## config.mk

```make
export PLATFORM = sky130hd
export DESIGN_NAME = mss_ctrl
export DESIGN_NICKNAME = d
export VERILOG_FILES = /design/src/hdl/mss_pkg.sv /design/src/hdl/mss_ctrl.sv
export SDC_FILE = /design/constraint.sdc
export NUM_CORES = 1
export LEC_CHECK = 0
export BUFFER_PORTS_ARGS = -buffer_cell sky130_fd_sc_hd__buf_2
export CELL_PAD_IN_SITES_DETAIL_PLACEMENT = 1
export CELL_PAD_IN_SITES_GLOBAL_PLACEMENT = 1
export CORE_MARGIN = 4
export CORE_UTILIZATION = 34
export DETAILED_ROUTE_END_ITERATION = 8
export PLACE_DENSITY = 0.78
export SLEW_MARGIN = 25
export SYNTH_ARGS = -nofsm -noshare
export SYNTH_HDL_FRONTEND = slang
export SYNTH_SLANG_ARGS = --single-unit
```

## constraint.sdc

```tcl
create_clock -name clk -period 2.4 [get_ports clk]
set_clock_uncertainty 0.1 [all_clocks]
set_input_delay 0.72 -clock clk [delete_from_list [all_inputs] [get_ports clk]]
set_output_delay 0.72 -clock clk [all_outputs]
set_load 0.02 [all_outputs]
```

## src/hdl/mss_pkg.sv

```systemverilog
// Shared types for the minimum-swaps block: controller commands and datapath status.
`default_nettype none

package mss_pkg;

  // commands from the controller to the datapath
  typedef struct packed {
    logic acc;       // input word accepted: store it or flag overflow
    logic key_rd;    // read the value at rank row i, clear j and rank
    logic key_lat;   // latch the key, start the sweep at j = 0
    logic sweep;     // compare one stored value against the key
    logic rk_wr;     // write the origin entry, clear the visited mark of row i
    logic cyc_open;  // unvisited start found: count a cycle, pos <= i
    logic wk_rd;     // read the origin at pos, mark pos visited
    logic wk_chk;    // pos <= origin read back
    logic next_i;    // advance the scan index
    logic fin;       // load the result register, clear the per-set state
  } cmd_t;

  // status back to the controller
  typedef struct packed {
    logic j_end;     // sweep index reached the item count
    logic i_last;    // i is the last stored index
    logic visited;   // visited mark read back at i
    logic closed;    // walk came back to its start
    logic out_busy;  // result register holds a word that is not taken
  } sts_t;

endpackage

`default_nettype wire

```

## src/hdl/mss_ctrl.sv

```systemverilog
// Controller state machine: load, rank sweep, cycle walk, result hand-off.
`default_nettype none

module mss_ctrl (
  input  wire logic          clk,
  input  wire logic          rst_n,
  input  wire logic          in_acc,
  input  wire logic          in_last,
  input  wire mss_pkg::sts_t sts,
  output      mss_pkg::cmd_t cmd,
  output      logic          in_ready
);

  import mss_pkg::*;

  typedef enum logic [9:0] {
    S_IDLE    = 10'b00_0000_0001,
    S_KEY_RD  = 10'b00_0000_0010,
    S_KEY_LAT = 10'b00_0000_0100,
    S_SWEEP   = 10'b00_0000_1000,
    S_RK_WR   = 10'b00_0001_0000,
    S_SC_RD   = 10'b00_0010_0000,
    S_SC_CHK  = 10'b00_0100_0000,
    S_WK_RD   = 10'b00_1000_0000,
    S_WK_CHK  = 10'b01_0000_0000,
    S_FIN     = 10'b10_0000_0000
  } state_t;

  state_t state_r, state_nxt;

  always_comb begin
    state_nxt = state_r;
    cmd       = '0;
    in_ready  = 1'b0;
    unique case (state_r)
      S_IDLE: begin
        in_ready = 1'b1;
        cmd.acc  = in_acc;
        if (in_acc && in_last) begin
          state_nxt = S_KEY_RD;
        end
      end
      S_KEY_RD: begin
        cmd.key_rd = 1'b1;
        state_nxt  = S_KEY_LAT;
      end
      S_KEY_LAT: begin
        cmd.key_lat = 1'b1;
        state_nxt   = S_SWEEP;
      end
      S_SWEEP: begin
        cmd.sweep = 1'b1;
        if (sts.j_end) begin
          state_nxt = S_RK_WR;
        end
      end
      S_RK_WR: begin
        cmd.rk_wr = 1'b1;
        state_nxt = sts.i_last ? S_SC_RD : S_KEY_RD;
      end
      S_SC_RD: begin
        state_nxt = S_SC_CHK;
      end
      S_SC_CHK: begin
        if (!sts.visited) begin
          cmd.cyc_open = 1'b1;
          state_nxt    = S_WK_RD;
        end else if (sts.i_last) begin
          state_nxt = S_FIN;
        end else begin
          cmd.next_i = 1'b1;
          state_nxt  = S_SC_RD;
        end
      end
      S_WK_RD: begin
        cmd.wk_rd = 1'b1;
        state_nxt = S_WK_CHK;
      end
      S_WK_CHK: begin
        cmd.wk_chk = 1'b1;
        if (!sts.closed) begin
          state_nxt = S_WK_RD;
        end else if (sts.i_last) begin
          state_nxt = S_FIN;
        end else begin
          cmd.next_i = 1'b1;
          state_nxt  = S_SC_RD;
        end
      end
      S_FIN: begin
        if (!sts.out_busy) begin
          cmd.fin   = 1'b1;
          state_nxt = S_IDLE;
        end
      end
      default: begin
        state_nxt = S_IDLE;
      end
    endcase
  end

  always_ff @(posedge clk) begin
    if (!rst_n) begin
      state_r <= S_IDLE;
    end else begin
      state_r <= state_nxt;
    end
  end

`ifndef ASSERT_OFF
  // a finished walk must leave through the hand-off state before new words come in
  a_walk_to_fin: assert property (@(posedge clk) disable iff (!rst_n)
    (state_r == S_WK_CHK) && sts.closed && sts.i_last |=> (state_r == S_FIN))
    else $error("walk end did not reach hand-off");
  // the last word of a set always starts the rank sweep
  a_last_starts: assert property (@(posedge clk) disable iff (!rst_n)
    in_acc && in_last |=> (state_r == S_KEY_RD))
    else $error("closing word did not start ranking");
  // no input word is taken outside the load phase
  a_acc_idle: assert property (@(posedge clk) disable iff (!rst_n)
    cmd.acc |-> in_ready)
    else $error("word accepted outside load phase");
`endif

endmodule

`default_nettype wire

```

Word-level counts from Yosys, hierarchy flattened
Index checks and enable logic that the tools add are counted.

Flip-flop bits (word level): 10. Bits in latches: 0. Memory bits (writable): 0. Memory bits (read-only): 0. Bits of input ports: 9. Output and inout port bits: 11. Logic and storage cells: 40. Memories kept: 0.

$add $sub $neg: 0. Multipliers: 0. Divide/modulo/power cells: 0. Magnitude comparators: 0. Equal/unequal tests: 13. Shifts and indexed selects: 0. Mux-type cells: 24. Bitwise gates (word level): 0. Reductions and logical operators: 2.

Operators by type and width (number): $pmux W10 S10 (1); $mux W10 (6); $mux W1 (15); $eq A10 B1 Y1 const B (1); $eq A10 B10 Y1 const B (1); $eq A10 B2 Y1 const B (1); $eq A10 B3 Y1 const B (1); $eq A10 B4 Y1 const B (1); $eq A10 B5 Y1 const B (1); $eq A10 B6 Y1 const B (1); $eq A10 B7 Y1 const B (1); $eq A10 B8 Y1 const B (1); $eq A10 B9 Y1 const B (1); $mux W6 (1); $ne A2 B2 Y1 const B (3); $reduce_and A3 Y1 (1); $pmux W1 S2 (1); $logic_and A1 B1 Y1 (1).

Longest topological paths before layout
Word-level depth: 3. Depth in mapped cells: 6. Gate-level depth less buffers: 5.

Worst setup path after synthesis
No wires, ideal clock.

Kind: register to output. From: register state_r[4]. To: output cmd[9] (netlist name). Arrival: 1723 ps. Data required time: 1580 ps. Path slack: -143 ps. Stages on the path, launching flop included: 5. Path buffers: 0. Cells stage by stage: dfxtp_1 or4_4 nor4_4 and3_1 and2_1.

RTL lines: start: declaration (line mss_ctrl.sv:29) `state_t state_r, state_nxt;`; start signal: assignment (line mss_ctrl.sv:106) `state_r <= state_nxt;`; end: declaration (line mss_ctrl.sv:10) `output mss_pkg::cmd_t cmd,`.

==> flow_results.xml <==
<?xml version="1.0" encoding="UTF-8"?>
<metrics>
  <group name="power_and_ir_drop">
    <metric name="ir_worst_vdd" unit="uV">589.6</metric>
    <metric name="power_per_cell_area" unit="mW/mm^2">863.1</metric>
    <metric name="p_leak" unit="nW">0.4954</metric>
    <metric name="design_power_total" unit="mW">0.9395</metric>
  </group>
  <group name="setup_path">
    <metric name="worstReg2RegStart" unit="">state_r[4]</metric>
    <metric name="startpoint" unit="">state_r[4]</metric>
    <metric name="critical_path_peak_fanout" unit="">3</metric>
    <metric name="reg2reg_to" unit="">state_r[1]</metric>
    <metric name="rr_worst_depth" unit="">8</metric>
    <metric name="timing_worst_setup_path_type" unit="">register to output pin</metric>
    <metric name="start_kind" unit="">register</metric>
    <metric name="critical_path_arrival" unit="ns">1.86</metric>
    <metric name="critPathCapture" unit="">cmd[0]</metric>
    <metric name="required" unit="ns">1.58</metric>
    <metric name="reg2reg_slack" unit="ns">0.32</metric>
    <metric name="crit_path_end_kind" unit="">output pin</metric>
  </group>
  <group name="timing">
    <metric name="final.setup.tns" unit="ns">-1.241</metric>
    <metric name="final_hold_viol_count" unit="">0</metric>
    <metric name="finalSetupViolations" unit="">8</metric>
    <metric name="postLayoutSetupSlackWorst" unit="ns">-0.2793</metric>
    <metric name="rsz0062_at_grt" unit="">true</metric>
    <metric name="tightest_slew_margin_relative_to_the_limit" unit="%">68.97</metric>
    <metric name="final_number_of_max_transition_violations" unit="">0</metric>
    <metric name="achievable-frequency" unit="MHz">373.2</metric>
    <metric name="post-route-period-util" unit="%">111.6</metric>
    <metric name="whs" unit="ns">0.4847</metric>
    <metric name="tightest_slew" unit="ns">0.4590</metric>
    <metric name="final_period_minus_worst_setup_slack" unit="ns">2.679</metric>
  </group>
  <group name="die">
    <metric name="num_rows" unit="">15</metric>
    <metric name="die_height" unit="um">52.08</metric>
    <metric name="core_area" unit="sq mm">0.001783</metric>
    <metric name="initial_utilization" unit="%">37.05</metric>
    <metric name="num_io_pins" unit="">20</metric>
    <metric name="chipWidth" unit="um">52.08</metric>
    <metric name="overall_die_area" unit="sq mm">0.002712</metric>
  </group>
  <group name="detailed_routing">
    <metric name="wl_per_instance" unit="um">20.19</metric>
    <metric name="vias" unit="">847</metric>
    <metric name="post_drt_via_cell_ratio" unit="">5.536</metric>
    <metric name="final_antenna_net_count" unit="">0</metric>
    <metric name="routed_wirelength" unit="um">3089</metric>
    <metric name="first_iter_violations" unit="">16</metric>
    <metric name="route.detailed.drc" unit="">0</metric>
    <metric name="detail_route.first_pass.iterations" unit="">4</metric>
  </group>
  <group name="run_status">
    <metric name="status" unit="">complete, but fails checks</metric>
    <metric name="failing_checks" unit="">setup timing</metric>
  </group>
  <group name="final_layout">
    <metric name="largest_register_ff_count" unit="">10</metric>
    <metric name="nets" unit="">138</metric>
    <metric name="layout.area.seq" unit="sq um">206.4</metric>
    <metric name="top_regs" unit="">state_r: 10 flops</metric>
    <metric name="layout_overhead_on_the_synthesized_area" unit="%">64.77</metric>
    <metric name="final_layout_size_suffix_gt1_share" unit="%">53.91</metric>
    <metric name="multiInputGateArea" unit="sq um">519.2</metric>
    <metric name="fill_cells" unit="">224</metric>
    <metric name="antenna_fix_cells" unit="">0</metric>
    <metric name="regMostFlops" unit="">state_r</metric>
    <metric name="finish.cell_count_without_fillers" unit="">153</metric>
  </group>
  <group name="clocking">
    <metric name="cts_inserted_buffers" unit="">3</metric>
    <metric name="htree_levels" unit="">1</metric>
    <metric name="cts_hold_repair.buffers" unit="">0</metric>
    <metric name="clkTransAtPathRegs" unit="ns">0.09</metric>
    <metric name="cts_root_buffer" unit="">sky130_fd_sc_hd__clkbuf_4</metric>
    <metric name="cts_tree" unit="">yes</metric>
    <metric name="clock_path_buffers" unit="">2</metric>
    <metric name="clk-insertion-delay-late" unit="ns">0.28</metric>
    <metric name="cts_sinks" unit="">10</metric>
  </group>
  <group name="flow_run">
    <metric name="maxCapViolCount" unit="">0</metric>
  </group>
  <group name="worst_hold_path">
    <metric name="kind_of_path_behind_the_tightest_hold_check" unit="">register to register</metric>
    <metric name="hold_depth" unit="">2</metric>
  </group>
  <group name="placed_design">
    <metric name="routabilityCongestion" unit="">0.8355</metric>
    <metric name="dp.final_hpwl" unit="um">1692</metric>
    <metric name="post-place-ws" unit="ns">0.04311</metric>
    <metric name="io_buffers" unit="">19</metric>
    <metric name="placed_cells" unit="">141</metric>
  </group>
  <group name="global_routing">
    <metric name="global_route.overflow_total" unit="">0</metric>
    <metric name="grt_antenna_before_repair" unit="">0</metric>
    <metric name="pin_count_of_the_biggest_net_entering_global_routing" unit="">11</metric>
    <metric name="grt_pass1_vias" unit="">850</metric>
    <metric name="groute.usage.overall" unit="%">21.23</metric>
    <metric name="grt_pass1_wl" unit="um">4167</metric>
  </group>
  <group name="yosys">
    <metric name="ys_ff_latch" unit="">10</metric>
    <metric name="yosys_warnings" unit="">0</metric>
    <metric name="ys_seq_area_share" unit="%">30.30</metric>
    <metric name="synthesis.area" unit="sq um">660.6</metric>
    <metric name="synth_cell_type_count" unit="">31</metric>
    <metric name="synthesis.instances" unit="">90</metric>
    <metric name="syn_nets" unit="">99</metric>
    <metric name="syn_area_per_cell" unit="sq um">7.340</metric>
  </group>
</metrics>
-- per-stage QoR --
| stage | util [%] | instance area (sq um) |
|---|---|---|
| 3_3_place_gp | 48.49 | 864.6 |
| 3_5_place_dp | 48.49 | 864.6 |
| 6_report | 61.05 | 1089 |
| 2_1_floorplan | - | 666.9 |
| 5_1_grt | 61.05 | 1089 |
| 4_1_cts | 55.09 | 982.2 |
-- cell usage in the layout, fill, tap and decap left out, types with 4 or more instances in the layout --
| cell | netlist | final |
|---|---|---|
| sky130_fd_sc_hd__a21oi_1 | 4 | 4 |
| sky130_fd_sc_hd__buf_2 | 0 | 14 |
| sky130_fd_sc_hd__buf_4 | 0 | 20 |
| sky130_fd_sc_hd__nand2_1 | 6 | 6 |
| sky130_fd_sc_hd__dfxtp_2 | 0 | 5 |
| sky130_fd_sc_hd__nor2_1 | 15 | 14 |
| sky130_fd_sc_hd__dfxtp_1 | 10 | 5 |
| sky130_fd_sc_hd__buf_6 | 0 | 5 |
| sky130_fd_sc_hd__nor3_2 | 0 | 4 |
-- synth_stat cells (all sizes together) --
master | n | area (sq um)
o31ai | 1 | 7.510
inv | 5 | 18.77
nor4b | 3 | 26.28
o21a | 2 | 15.01
a32o | 1 | 10.01
or4 | 1 | 11.26
nand3 | 4 | 20.02
a21boi | 2 | 15.01
or3 | 1 | 6.260
clkbuf | 5 | 18.77
a21oi | 4 | 20.02
and2 | 2 | 12.51
nand4 | 2 | 12.51
and3 | 3 | 18.77
mux2 | 1 | 11.26
nand2b | 1 | 6.260
a32oi | 1 | 8.760
and3b | 1 | 8.760
nor2b | 3 | 18.77
nor3 | 5 | 25.02
a211oi | 1 | 7.510
and4bb | 1 | 12.51
nor2 | 15 | 56.30
dfxtp | 10 | 200.2
nor3b | 1 | 7.510
o21ai | 4 | 20.01
xor2 | 1 | 8.760
nand2 | 6 | 22.52
nor4 | 3 | 33.78
-- worst max-delay path: stages, from the launching register on --
cell and delay [ns]:
sky130_fd_sc_hd__dfxtp_2 0.35, sky130_fd_sc_hd__or4_4 0.56, sky130_fd_sc_hd__nor4_4 0.19, sky130_fd_sc_hd__buf_4 0.19, sky130_fd_sc_hd__nand3_2 0.07, sky130_fd_sc_hd__nor2_1 0.09
sky130_fd_sc_hd__buf_4 0.14
-- final cells by class --
class / instances / area share (%)
sequential: 10 / 18.97
clock buffer: 4 / 3.333
timing repair buffer: 39 / 25.40
tap: 25 / 2.874
multi-input combinational: 70 / 47.70
inverter: 5 / 1.724
-- power by group --
group | internal [mW] | switching, mW | leakage [nW]
Clock | 0.0922 | 0.0749 | 0.0210
Combinational | 0.288 | 0.263 | 0.391
Sequential | 0.185 | 0.0364 | 0.0834
Total | 0.565 | 0.374 | 0.495
-- routing by layer --
metal	GRT usage (%)	vias up	wire (um)
met5	0	-	0
met2	35.15	26	1491
li1	-	397	-
met1	25.73	418	1378
met4	10.92	0	84
met3	4.011	6	134
-- worst min path at each step --
stage               startpoint          to  slack [ns]
floorplan           state_r[9]  state_r[6]        0.44
global placement    state_r[1]  state_r[2]        0.51
detailed placement  state_r[1]  state_r[2]        0.53
CTS                 state_r[1]  state_r[2]        0.54
global route        state_r[1]  state_r[2]        0.52
finish              state_r[1]  state_r[2]        0.48
-- kinds of logic (layout without fill, tap and decap cells) --
logic type / after synthesis / in the layout / share of synthesized area [%]
AOI/OAI and AO/OA: 16 / 16 / 15.72
xor gates and xnor gates: 1 / 1 / 1.326
buffers and inverters: 10 / 48 / 5.682
DFF: 10 / 10 / 30.30
muxes: 1 / 1 / 1.704
and+or+nand+nor: 52 / 52 / 45.27
-- repair_timing --
| item | CTS | global route |
|---|---|---|
| setup endpoints to repair | 10 | 11 |
| pin swaps | 2 | 1 |
| hold endpoints to repair | 0 | 0 |
| buffers inserted | 4 | 4 |
| gates resized for setup | 16 | 18 |
No activity file was read; power rests on OpenSTA's default activity.
